===== config.mk =====
export PLATFORM = sky130hd
export DESIGN_NAME = alsd_seq
export DESIGN_NICKNAME = d
export VERILOG_FILES = /design/src/rtl/alsd_pkg.sv /design/src/rtl/alsd_seq.sv
export VERILOG_INCLUDE_DIRS = /design/src /design/src/rtl
export SDC_FILE = /design/constraint.sdc
export NUM_CORES = 1
export LEC_CHECK = 0
export BUFFER_PORTS_ARGS = -buffer_cell sky130_fd_sc_hd__buf_2
export CAP_MARGIN = 20
export CORE_UTILIZATION = 30
export CTS_BUF_LIST = sky130_fd_sc_hd__clkbuf_8
export CTS_CLUSTER_SIZE = 14
export DETAILED_ROUTE_END_ITERATION = 7
export SETUP_SLACK_MARGIN = 0.1
export SYNTH_ARGS = -nofsm -noshare
export SYNTH_HDL_FRONTEND = slang
export SYNTH_SLANG_ARGS = --single-unit

===== constraint.sdc =====
create_clock -name clk_i -period 6.4 [get_ports clk_i]
set_input_delay 1.28 -clock clk_i [delete_from_list [all_inputs] [get_ports clk_i]]
set_output_delay 1.28 -clock clk_i [all_outputs]
set_load 0.01 [all_outputs]

===== src/rtl/addressable_led_strip_driver_defines.svh =====
// Assertion macros shared by the driver RTL.
`ifndef ADDRESSABLE_LED_STRIP_DRIVER_DEFINES_SVH
`define ADDRESSABLE_LED_STRIP_DRIVER_DEFINES_SVH

`ifndef NO_ASSERTIONS
// Checked while out of reset
`define ALSD_ASSERT(lbl, prop, msg) \
  lbl: assert property (@(posedge clk_i) disable iff (!rst_ni) (prop)) else $error(msg);
// Checked on every edge, reset included
`define ALSD_ASSERT_ALWAYS(lbl, prop, msg) \
  lbl: assert property (@(posedge clk_i) (prop)) else $error(msg);
`else
`define ALSD_ASSERT(lbl, prop, msg)
`define ALSD_ASSERT_ALWAYS(lbl, prop, msg)
`endif

`endif


===== src/rtl/alsd_pkg.sv =====
package alsd_pkg;

  // Request operations
  typedef enum logic [1:0] {
    OP_TICK  = 2'd0,
    OP_WRITE = 2'd1,
    OP_SHOW  = 2'd2,
    OP_CLEAR = 2'd3
  } op_e;

  // Result status codes
  typedef enum logic [1:0] {
    ST_OK        = 2'd0,
    ST_BAD_INDEX = 2'd1,
    ST_BUSY      = 2'd2
  } status_e;

  // Configuration register indexes
  localparam logic [1:0] REG_PIXEL_COUNT = 2'd0;
  localparam logic [1:0] REG_SHORT_TICKS = 2'd1;
  localparam logic [1:0] REG_LONG_TICKS  = 2'd2;

  localparam int unsigned CfgDataW  = 9;
  localparam int unsigned PixelBits = 24;

  localparam logic [5:0] SHORT_TICKS_RST = 6'd7;
  localparam logic [5:0] LONG_TICKS_RST  = 6'd18;

  // Stored pixel: green in the top byte, blue in the bottom one
  typedef logic [PixelBits-1:0] pixel_t;

  typedef struct packed {
    logic [8:0] pixel_count;
    logic [5:0] short_ticks;
    logic [5:0] long_ticks;
  } cfg_t;

  typedef struct packed {
    logic    line_level;
    logic    busy_res;
    status_e status;
    logic    done_res;
  } result_t;

endpackage


===== src/rtl/alsd_seq.sv =====
// Waveform sequencer: command decode, bit timing and pixel store access
`include "addressable_led_strip_driver_defines.svh"

module alsd_seq #(
  parameter int unsigned MAX_PIXELS = 256
) (
  input  logic                  clk_i,
  input  logic                  rst_ni,
  input  logic                  accept_i,
  input  logic [1:0]            op_i,
  input  logic [7:0]            idx_i,
  input  alsd_pkg::pixel_t      pixel_i,
  input  alsd_pkg::cfg_t        cfg_i,
  input  alsd_pkg::pixel_t      rd_data_i,
  output logic [(MAX_PIXELS > 1 ? $clog2(MAX_PIXELS) : 1)-1:0] rd_addr_o,
  output logic                  wr_en_o,
  output logic [(MAX_PIXELS > 1 ? $clog2(MAX_PIXELS) : 1)-1:0] wr_addr_o,
  output alsd_pkg::pixel_t      wr_data_o,
  output alsd_pkg::result_t     res_o
);

  localparam int unsigned AW   = MAX_PIXELS > 1 ? $clog2(MAX_PIXELS) : 1;
  localparam int unsigned NW   = $clog2(MAX_PIXELS + 1);
  localparam int unsigned CMPW = NW > 9 ? NW : 9;

  logic             sending_q, sending_d;
  logic             clearing_q, clearing_d;
  logic [AW-1:0]    pos_q, pos_d;
  logic [4:0]       bit_q, bit_d;
  logic             high_q, high_d;
  logic [5:0]       tc_q, tc_d;
  logic             pend_q, pend_d;
  alsd_pkg::pixel_t cur_word_q, cur_word_d;

  logic [CMPW-1:0]  count_ext;
  logic [NW-1:0]    in_use;
  logic [NW-1:0]    pos_inc;
  alsd_pkg::pixel_t word;
  logic             one;
  logic [5:0]       len_raw;
  logic [5:0]       len;
  logic [5:0]       tc_inc;
  logic             part_end;

  // Pixels in use, capped at the store depth
  assign count_ext = CMPW'(cfg_i.pixel_count);
  assign in_use    = (count_ext > CMPW'(MAX_PIXELS)) ? NW'(MAX_PIXELS) : NW'(count_ext);
  assign pos_inc   = NW'(pos_q) + NW'(1);

  // Current pixel comes straight from the RAM on the first cycle after a start
  assign word    = pend_q ? rd_data_i : cur_word_q;
  assign one     = !clearing_q && word[5'd23 - bit_q];
  assign len_raw = high_q ? (one ? cfg_i.long_ticks : cfg_i.short_ticks)
                          : (one ? cfg_i.short_ticks : cfg_i.long_ticks);
  assign len      = (len_raw == 6'd0) ? 6'd1 : len_raw;
  assign tc_inc   = tc_q + 6'd1;
  assign part_end = tc_inc >= len;

  // Prefetch the following pixel while one is on the line
  assign rd_addr_o = sending_q ? AW'(pos_inc) : '0;

  // Next state and result
  always_comb begin
    sending_d  = sending_q;
    clearing_d = clearing_q;
    pos_d      = pos_q;
    bit_d      = bit_q;
    high_d     = high_q;
    tc_d       = tc_q;
    pend_d     = 1'b0;
    cur_word_d = pend_q ? rd_data_i : cur_word_q;
    wr_en_o    = 1'b0;
    wr_addr_o  = pos_q;
    wr_data_o  = '0;
    res_o.line_level = 1'b0;
    res_o.status     = alsd_pkg::ST_OK;
    res_o.done_res   = 1'b0;

    if (accept_i) begin
      case (alsd_pkg::op_e'(op_i))
        alsd_pkg::OP_TICK: begin
          if (sending_q) begin
            res_o.line_level = high_q;
            if (!part_end) begin
              tc_d = tc_inc;
            end else begin
              tc_d = '0;
              if (high_q) begin
                high_d = 1'b0;
              end else begin
                high_d = 1'b1;
                if (bit_q != 5'd23) begin
                  bit_d = bit_q + 5'd1;
                end else begin
                  bit_d = '0;
                  // zero the pixel once its bits are out
                  if (clearing_q) begin
                    wr_en_o   = 1'b1;
                    wr_addr_o = pos_q;
                    wr_data_o = '0;
                  end
                  if (pos_inc < in_use) begin
                    pos_d      = AW'(pos_inc);
                    cur_word_d = rd_data_i;
                  end else begin
                    pos_d          = '0;
                    sending_d      = 1'b0;
                    clearing_d     = 1'b0;
                    high_d         = 1'b0;
                    res_o.done_res = 1'b1;
                  end
                end
              end
            end
          end
        end
        alsd_pkg::OP_WRITE: begin
          if (sending_q) begin
            res_o.status     = alsd_pkg::ST_BUSY;
            res_o.line_level = high_q;
          end else if (CMPW'(idx_i) >= CMPW'(in_use)) begin
            res_o.status = alsd_pkg::ST_BAD_INDEX;
          end else begin
            wr_en_o   = 1'b1;
            wr_addr_o = AW'(idx_i);
            wr_data_o = pixel_i;
          end
        end
        alsd_pkg::OP_SHOW, alsd_pkg::OP_CLEAR: begin
          if (sending_q) begin
            res_o.status     = alsd_pkg::ST_BUSY;
            res_o.line_level = high_q;
          end else if (in_use != '0) begin
            sending_d  = 1'b1;
            clearing_d = (alsd_pkg::op_e'(op_i) == alsd_pkg::OP_CLEAR);
            pos_d      = '0;
            bit_d      = '0;
            high_d     = 1'b1;
            tc_d       = '0;
            pend_d     = 1'b1;
          end
        end
        default: ;
      endcase
    end
    res_o.busy_res = sending_d;
  end

  // Sequencer registers
  always_ff @(posedge clk_i or negedge rst_ni) begin
    if (!rst_ni) begin
      sending_q  <= 1'b0;
      clearing_q <= 1'b0;
      pos_q      <= '0;
      bit_q      <= '0;
      high_q     <= 1'b0;
      tc_q       <= '0;
      pend_q     <= 1'b0;
    end else begin
      sending_q  <= sending_d;
      clearing_q <= clearing_d;
      pos_q      <= pos_d;
      bit_q      <= bit_d;
      high_q     <= high_d;
      tc_q       <= tc_d;
      pend_q     <= pend_d;
    end
  end

  // Pixel word holding register
  always_ff @(posedge clk_i) begin
    cur_word_q <= cur_word_d;
  end

  `ALSD_ASSERT(a_bit_range, bit_q < 5'd24, "bit position out of range")
  `ALSD_ASSERT(a_tick_range, tc_q != 6'd63, "tick counter overrun")
  `ALSD_ASSERT(a_clear_in_send, clearing_q |-> sending_q, "clearing outside a transmission")
  `ALSD_ASSERT(a_start_fetch, $rose(sending_q) |-> pend_q, "start without pixel fetch")

endmodule


Word level (Yosys, flattened, before mapping)
Index checks and enable logic that the tools add are counted.
{"block": "totals", "regBits": 47, "output_inout_bits": 46, "word_cells": 134}
{"block": "op_classes", "n_eq_ne": 11, "n_mux": 93, "magnitude_cmp": 5, "addsub": 4, "reduce_logical": 13}
{"cell": "two-way mux 24 bit", "n": 12}
{"cell": "two-way mux 8 bit", "n": 12}
{"cell": "two-way mux 6 bit", "n": 8}
{"cell": "two-way mux 1 bit", "n": 42}
{"cell": "two-way mux 5 bit", "n": 6}
{"cell": "one-hot mux 8 bit (2 select lines)", "n": 1}
{"cell": "inequality test 2 bit, second input constant", "n": 7}
{"cell": "one-hot mux 6 bit (2 select lines)", "n": 1}
{"cell": "one-hot mux 5 bit (2 select lines)", "n": 1}
{"cell": "adder 8 x 1 -> 9 bit, second input constant", "n": 1}
{"cell": ">= comparator 8 x 9 -> 1 bit", "n": 1}
{"cell": "greater-than comparator 9 bit, second input constant", "n": 1}
{"cell": "< comparator 9 bit", "n": 1}
{"cell": "two-way mux 9 bit", "n": 1}
{"cell": "AND reduction 9 bit", "n": 1}
{"cell": "nonzero test 9 bit", "n": 1}
{"cell": "one-hot mux 1 bit (2 select lines)", "n": 4}
{"cell": "AND reduction 8 bit", "n": 1}
{"cell": "AND reduction 7 bit", "n": 1}
{"cell": "adder 6 x 1 -> 6 bit, second input constant", "n": 1}
{"cell": ">= comparator 6 bit", "n": 1}
{"cell": "zero test 6 bit", "n": 1}
{"cell": "< comparator 5 x 6 -> 1 bit, second input constant", "n": 1}
{"cell": "AND reduction 6 bit", "n": 1}
{"cell": "other kinds (16)", "n": 18}

Longest topological paths before layout
Gate-level depths: netlist of the first run.
{"block": "logic_depth", "word_depth": 13, "mapped_depth": 20, "mapped_depth_nobuf": 16}

Worst setup path after synthesis of the first run
No wires, ideal clock.
{"block": "synth_path", "path_kind": "input port to output port", "startpoint": "input port rd_data_i[0]", "endpoint": "output port res_o[3] in the netlist's numbering", "cell_stages": 14, "arrival_time_ns": 4.423, "t_required_ns": 5.120, "slack_ns": 0.697, "n_path_buf": 1, "cell_sequence": "mux2i_1 > mux4_2 > a311oi_2 > nor4b_4 > a22o_1 > nor3_2 > ha_1 > nand2b_1 > a211oi_1 > o21ai_0 > a31oi_1 > nand2b_1 > a2bb2oi_1 > buf_4"}
{"block": "synth_between", "elab_chain_cells": 13}
{"element": "start, declared", "line": "alsd_seq.sv:14", "text": "input alsd_pkg::pixel_t rd_data_i,"}
{"element": "two-way mux 24 bit *", "line": "alsd_seq.sv:51", "text": "assign word = pend_q ? rd_data_i : cur_word_q;"}
{"element": "binary-select mux 1 bit (select 5 bit) *", "line": "alsd_seq.sv:52", "text": "assign one = !clearing_q && word[5'd23 - bit_q];"}
{"element": "two-way mux 1 bit (not written as such) *", "line": "alsd_seq.sv:52"}
{"element": "logical AND 1 bit *", "line": "alsd_seq.sv:52"}
{"element": "two-way mux 6 bit (on tied branches)", "line": "alsd_seq.sv:54, alsd_seq.sv:53"}
{"element": "two-way mux 6 bit *", "line": "alsd_seq.sv:53", "text": "assign len_raw = high_q ? (one ? cfg_i.long_ticks : cfg_i.short_ticks)"}
{"element": "zero test 6 bit", "line": "alsd_seq.sv:55", "text": "assign len = (len_raw == 6'd0) ? 6'd1 : len_raw;"}
{"element": "two-way mux 6 bit *", "line": "alsd_seq.sv:55"}
{"element": ">= comparator 6 bit *", "line": "alsd_seq.sv:57", "text": "assign part_end = tc_inc >= len;"}
{"element": "two-way mux 1 bit *", "line": "alsd_seq.sv:84", "text": "if (!part_end) begin"}
{"element": "two-way mux 1 bit *", "line": "alsd_seq.sv:82", "text": "if (sending_q) begin"}
{"element": "one-hot mux 1 bit (2 select lines) *", "line": "alsd_seq.sv:80", "text": "case (alsd_pkg::op_e'(op_i))"}
{"element": "two-way mux 1 bit *", "line": "alsd_seq.sv:79", "text": "if (accept_i) begin"}
{"element": "end, declared", "line": "alsd_seq.sv:19", "text": "output alsd_pkg::result_t res_o"}
Every way passes the cells marked *; elsewhere a longest branch is shown, timed or not. The select of a mux whose other input is x is not followed.

==> impl_metrics.ini, run 1 <==
[global_route]
gr-total-overflow = 0
grt_pass1_wl_mm = 16.5
gr-usage-all-layers_pct = 15.2
antenna_found_initial = 0
grt_max_degree = 34
grt_pass1_vias = 3517

[detailed_routing]
drtIter0Drc = 243
wl_per_cell_um = 14.5
vias_per_cell = 5.15
drc = 0
num_vias = 3646
dr.pass1.iters = 4
ant_nets = 0
wl_mm = 10.3

[clock_network]
clkLatencyLatePin_ns = 0.30
cts_tree = yes
cts.sinks = 47
root_buffer = clkbuf_8
cts_max_level = 2
cts_made_buffers = 5
clk_path_buf_depth = 2
clkTransAtPathRegs_ns = 0.10
cts_setup_buffers = 0

[sta]
setup_slack_ns = 0.295
period_needed_ns = 6.10
slew_headroom_pct = 32.4
fmax_mhz = 164
tightest_slew_ns = 1.01
rsz0062_at_grt = false
setup_viol = 0
timing.setup.tns_ns = 0
timing.hold.ws_ns = 0.472
hold_viol = 0
slew_viol_final = 0
finClkSkew_ns = 0.00981
period_share_pct = 95.4

[worst_setup_path]
worstPathArrival_ns = 4.82
end_kind = output port
cp_data_required_time_ns = 5.12
crit_type = in -> out
path_max_fanout = 14
crit_path_start_kind = input port
r2r_setup_slack_ns = 1.46

[finish]
regArea_um2 = 1060
final_cells = 708
area_growth_pct = 21.4
final_nets = 643
multiInputGateArea_um2 = 2670
stdcell_area_um2 = 4770
drive_gt1_share_pct = 35.1
fill_cells = 1315
n_antenna_cell = 0
postLayoutCoreUtil_pct = 37.6

[floorplan]
core_area_um2 = 12700
ios = 128
fp.dieW_um = 116
initial_core_util_pct = 31.0
num_rows = 41
fp.dieArea_um2 = 13500
die_h_um = 116

[synthesis]
synthFlopType = dfxtp_1
yosys-top-cells-area = dfrtp_1 (15%), dfxtp_1 (12%), ha_1 (8.3%)
ys_warn_count = 0
netlist.area_leader.share_pct = 14.7
synthArstFlopShare_pct = 48.9
synth_area_per_cell_um2 = 9.44
synthTopCellsByCount = and2_1 (29), nand2_1 (27), ha_1 (26)
yosysUniqueCellTypes = 63
synthCells = 416
seq_area_frac_synth_pct = 26.9
synth_edf_count = 0
synth_fp_nets = 524
synth_area_um2 = 3930
synth_seq_cells = 47
synth_most_common_cell = and2_1
yosysTopAreaCell = dfrtp_1

[job]
drv_cap = 0

[placement]
place_congestion = 0.809
dp.cells = 700
pre_cts_ws_ns = 0.333
place_area_um2 = 4680
hpwlAfterDp_mm = 8.24
io_buffers = 127

[hold_path]
hold_path.class = reg -> reg

[pwr]
total_power_mw = 1.00
power_density_nw_per_um2 = 210
vdd_ir_drop_max_mv = 0.125
p_leak_nw = 2.35

[status]
status = completed
==> layout by cell type (no fill, tap or decap), types with 3 or more instances in the layout <==
cell type / count
a22oi_1: 6
xnor2_1: 5
a21oi_1: 19
and3_1: 8
mux2_2: 24
mux4_2: 6
xor2_1: 6
ha_1: 26
nand4_1: 6
buf_4: 7
a21o_1: 8
buf_2: 127
dfrtp_1: 22
clkbuf_8: 5
nor3_1: 10
a211oi_1: 4
nor2_1: 24
a22o_1: 7
nor2b_1: 5
o21ai_0: 13
and2_1: 29
mux2i_1: 21
inv_1: 14
nand2b_1: 8
nand3_1: 14
nand2_1: 27
nor4_1: 3
a221oi_2: 4
dfxtp_1: 24
mux2_1: 10
a31oi_1: 4
nand3b_1: 3
a221oi_1: 3
==> logic make-up after synthesis <==
family,after synthesis,synth area share [%]
xor+xnor,11,2.45
simple gates,147,20.8
mux,63,19.9
fa+ha+maj,26,8.29
compound gates,86,16.5
flops,47,26.9
buf+inv,36,5.23
==> worst max-delay path: stages <==
cell       delay [ns]
buf_2            0.09
mux2i_1          0.06
mux4_2           0.50
and3_1           0.40
nor4b_4          0.47
a22o_1           0.23
nor3_2           0.05
ha_1             0.26
nand2b_1         0.14
a211oi_1         0.33
o21ai_0          0.20
a31oi_1          0.23
nand2b_1         0.17
a2bb2oi_1        0.23
buf_2            0.18
==> per-layer routing <==
layer | up-vias | GRT usage (%) | part of all wire (%)
met4 | 0 | 2.56 | 0.64
met3 | 6 | 2.70 | 6.2
li1 | 1778 | - | -
met1 | 1741 | 19.2 | 44
met2 | 121 | 27.4 | 49
met5 | - | 0 | 0
==> repair_timing <==
item | in CTS | in global routing
hold buffers | 0 | 0
endpoints found under the setup margin | 0 | 1
gates resized for setup | 0 | 1
==> final cells by class <==
type | count | share of cell area (%)
Clock buffer | 5 | 1.44
Inverter | 14 | 1.10
Timing Repair Buffer | 134 | 14.4
Sequential cell | 47 | 22.2
Clock inverter | 3 | 0.394
Multi-Input combinational cell | 333 | 55.9
Tap cell | 172 | 4.52
==> sequential cells by signal, indices dropped and copies added, names as in the netlist <==
| register | flops |
|---|---|
| bit_q | 5 |
| clearing_q | 1 |
| cur_word_q | 24 |
| high_q | 1 |
| pend_q | 1 |
| pos_q | 8 |
| sending_q | 1 |
| tc_q | 6 |
==> where the power goes <==
part           internal, mW  total [mW]  switching [mW]
combinational         0.215       0.408           0.193
clock                0.0775       0.186           0.109
sequential            0.324       0.406          0.0821
==> final timing paths <==
path                           startpoint             end  depth (start not counted)
min in group asynchronous          rst_ni       sending_q                          1
hold / removal             cur_word_q[11]  cur_word_q[11]                          1
setup reg to reg                 bit_q[1]   cur_word_q[7]                         14
setup / recovery            rd_data_i[17]        res_o[3]                         15
hold reg to reg            cur_word_q[11]  cur_word_q[11]                          1
max in group asynchronous          rst_ni        bit_q[0]                          1
Power figures use the tool's default switching activity.
==> run 2, diff against run 1 <==
clock period = 7 ns   (was 6.4 ns; I/O delays follow)
==> run 2 against run 1 <==
Net effect:
- via count increased by 0.11%
- total power decreased by 9.2%
- non-clock buffer count decreased by 2
- critical path depth did not move
- worst hold slack got worse by 0.0050 ns
- clock skew is 0.0035 ns lower
- combinational power down 9.1%
- largest cell class unchanged
- global-route usage fell by 0.094 points
- critical path type unchanged
==> impl_metrics.ini, run 2 (synthesis gave the netlist of run 1 again) <==
[status]
status = completed

[worst_setup_path]
slowest_delay_ns = 0.52
path_max_fanout = 14
end_kind = output port
critPathBufInv = 2
crit_chain = buf_2 > mux2i_1 > mux4_2 > and3_1 > nor4b_4 > a22o_1 > nor3_2 > ha_1 > nand2b_1 > a211oi_1 > o21ai_0 > a31oi_1 > nand2b_1 > a2bb2oi_1 > buf_2
worstPathArrival_ns = 5.16
slowest_stage = mux4_2
cp_top_family = compound AO/OA/AOI/OAI gates
crit_path_start_kind = input port
crit_type = in -> out
cp_data_required_time_ns = 5.60

[sta]
fmax_mhz = 152
tightest_slew_ns = 1.04
setup_viol = 0
timing.setup.tns_ns = 0
rsz0062_at_grt = false
finClkSkew_ns = 0.00626
period_needed_ns = 6.56
slew_viol_final = 0
slew_headroom_pct = 30.8
period_share_pct = 93.7
hold_viol = 0

[detailed_routing]
wl_per_cell_um = 14.7
drtIter0Drc = 186
vias_per_cell = 5.17
dr.pass1.iters = 4
num_vias = 3650
ant_nets = 0
wl_mm = 10.4
drc = 0

[finish]
postLayoutCoreUtil_pct = 37.5
final_cell_mix = buf_2 (127), and2_1 (29), nand2_1 (27)
drive_gt1_share_pct = 34.8
largest_reg_flops = 24
n_antenna_cell = 0
final_nets = 641
final_common_cell = buf_2
area_growth_pct = 21.0
final_cells = 706
top_regs = cur_word_q x24, pos_q x8, tc_q x6
regMostFlops = cur_word_q

[clock_network]
clk_path_buf_depth = 2
clkTransAtPathRegs_ns = 0.09
cts_made_buffers = 5
clkLatencyLatePin_ns = 0.30
cts_max_level = 2
post_cts_resized = 0
cts_tree = yes
root_buffer = clkbuf_8
cts.sinks = 47
cts_setup_buffers = 0
cts_hold_buf = 0

[floorplan]
fp.dieW_um = 116
die_h_um = 116
num_rows = 41
ios = 128
initial_core_util_pct = 31.0
fp.dieArea_um2 = 13500
core_area_um2 = 12700

[global_route]
grt_pass1_wl_mm = 16.5
grt_max_degree = 30
antenna_found_initial = 0
gr-usage-all-layers_pct = 15.2
gr-total-overflow = 0
grt_pass1_vias = 3586

[pwr]
netSwitchingPower_mw = 0.345
seq_power_share_pct = 40.7
p_leak_nw = 2.34
power_frac_comb_pct = 40.9
vdd_ir_drop_max_mv = 0.109
intPower_mw = 0.563
swShare_pct = 38.0
total_power_mw = 0.908
p_clk_share_pct = 18.4
power_density_nw_per_um2 = 191

[placement]
hpwlAfterDp_mm = 8.35
place_congestion = 0.780
io_buffers = 127
dp.cells = 698

[hold_path]
hold_path.class = reg -> reg

[job]
drv_cap = 0
## run 2: changes by cell type in the layout (fill, tap and decap cells not counted)
cell,delta
inv_4,-1
buf_4,-2
inv_1,-1
clkinv_2,+2
dfrtp_1,+1
dfrtp_2,-1
## run 2: per-layer routing
layer	GRT usage (%)	up-vias	part of all wire [%]
met4	2.82	0	1.2
met2	27.7	111	50
met5	0	-	0
met3	2.96	10	5.9
li1	-	1779	-
met1	18.4	1750	43
## run 2: power groups by stage
stage | Sequential, mW | Clock, mW | Combinational (mW)
finish | 0.369 | 0.167 | 0.371
global route | 0.377 | 0.187 | 0.413
CTS | 0.370 | 0.175 | 0.375
detailed placement | 0.376 | 0 | 0.374
global placement | 0.372 | 0 | 0.362
floorplan | 0.323 | 0 | 0.344
## run 2: cell type report
type	instances	area, um^2
Fill cell	1289	7920
Multi-Input combinational cell	333	2670
Sequential cell	47	1060
Timing Repair Buffer	132	673
Tap cell	172	215
Clock buffer	5	68.8
Inverter	14	52.6
Clock inverter	3	18.8
## run 2: stage by stage
stage | hold slack, ns | area [um^2] | worst slack (ns)
after floorplan | 0.432 | 3930 | 1.06
after global placement | 0.447 | 4660 | 0.563
after detailed placement | 0.452 | 4660 | 0.439
after CTS | 0.476 | 4750 | 0.436
after global routing | 0.492 | 4750 | 0.213
final | 0.467 | 4750 | 0.440
## run 2: worst paths after layout
path	start	endpoint	slack [ns]	cells past startpoint
worst min-delay path	cur_word_q[11]	cur_word_q[11]	0.47	1
worst min register to register	cur_word_q[11]	cur_word_q[11]	0.47	1
worst max register to register	bit_q[0]	cur_word_q[6]	1.83	14
min in group asynchronous	rst_ni	clearing_q	1.08	1
max in group asynchronous	rst_ni	bit_q[2]	5.56	1
worst max-delay path	rd_data_i[16]	res_o[3]	0.44	15
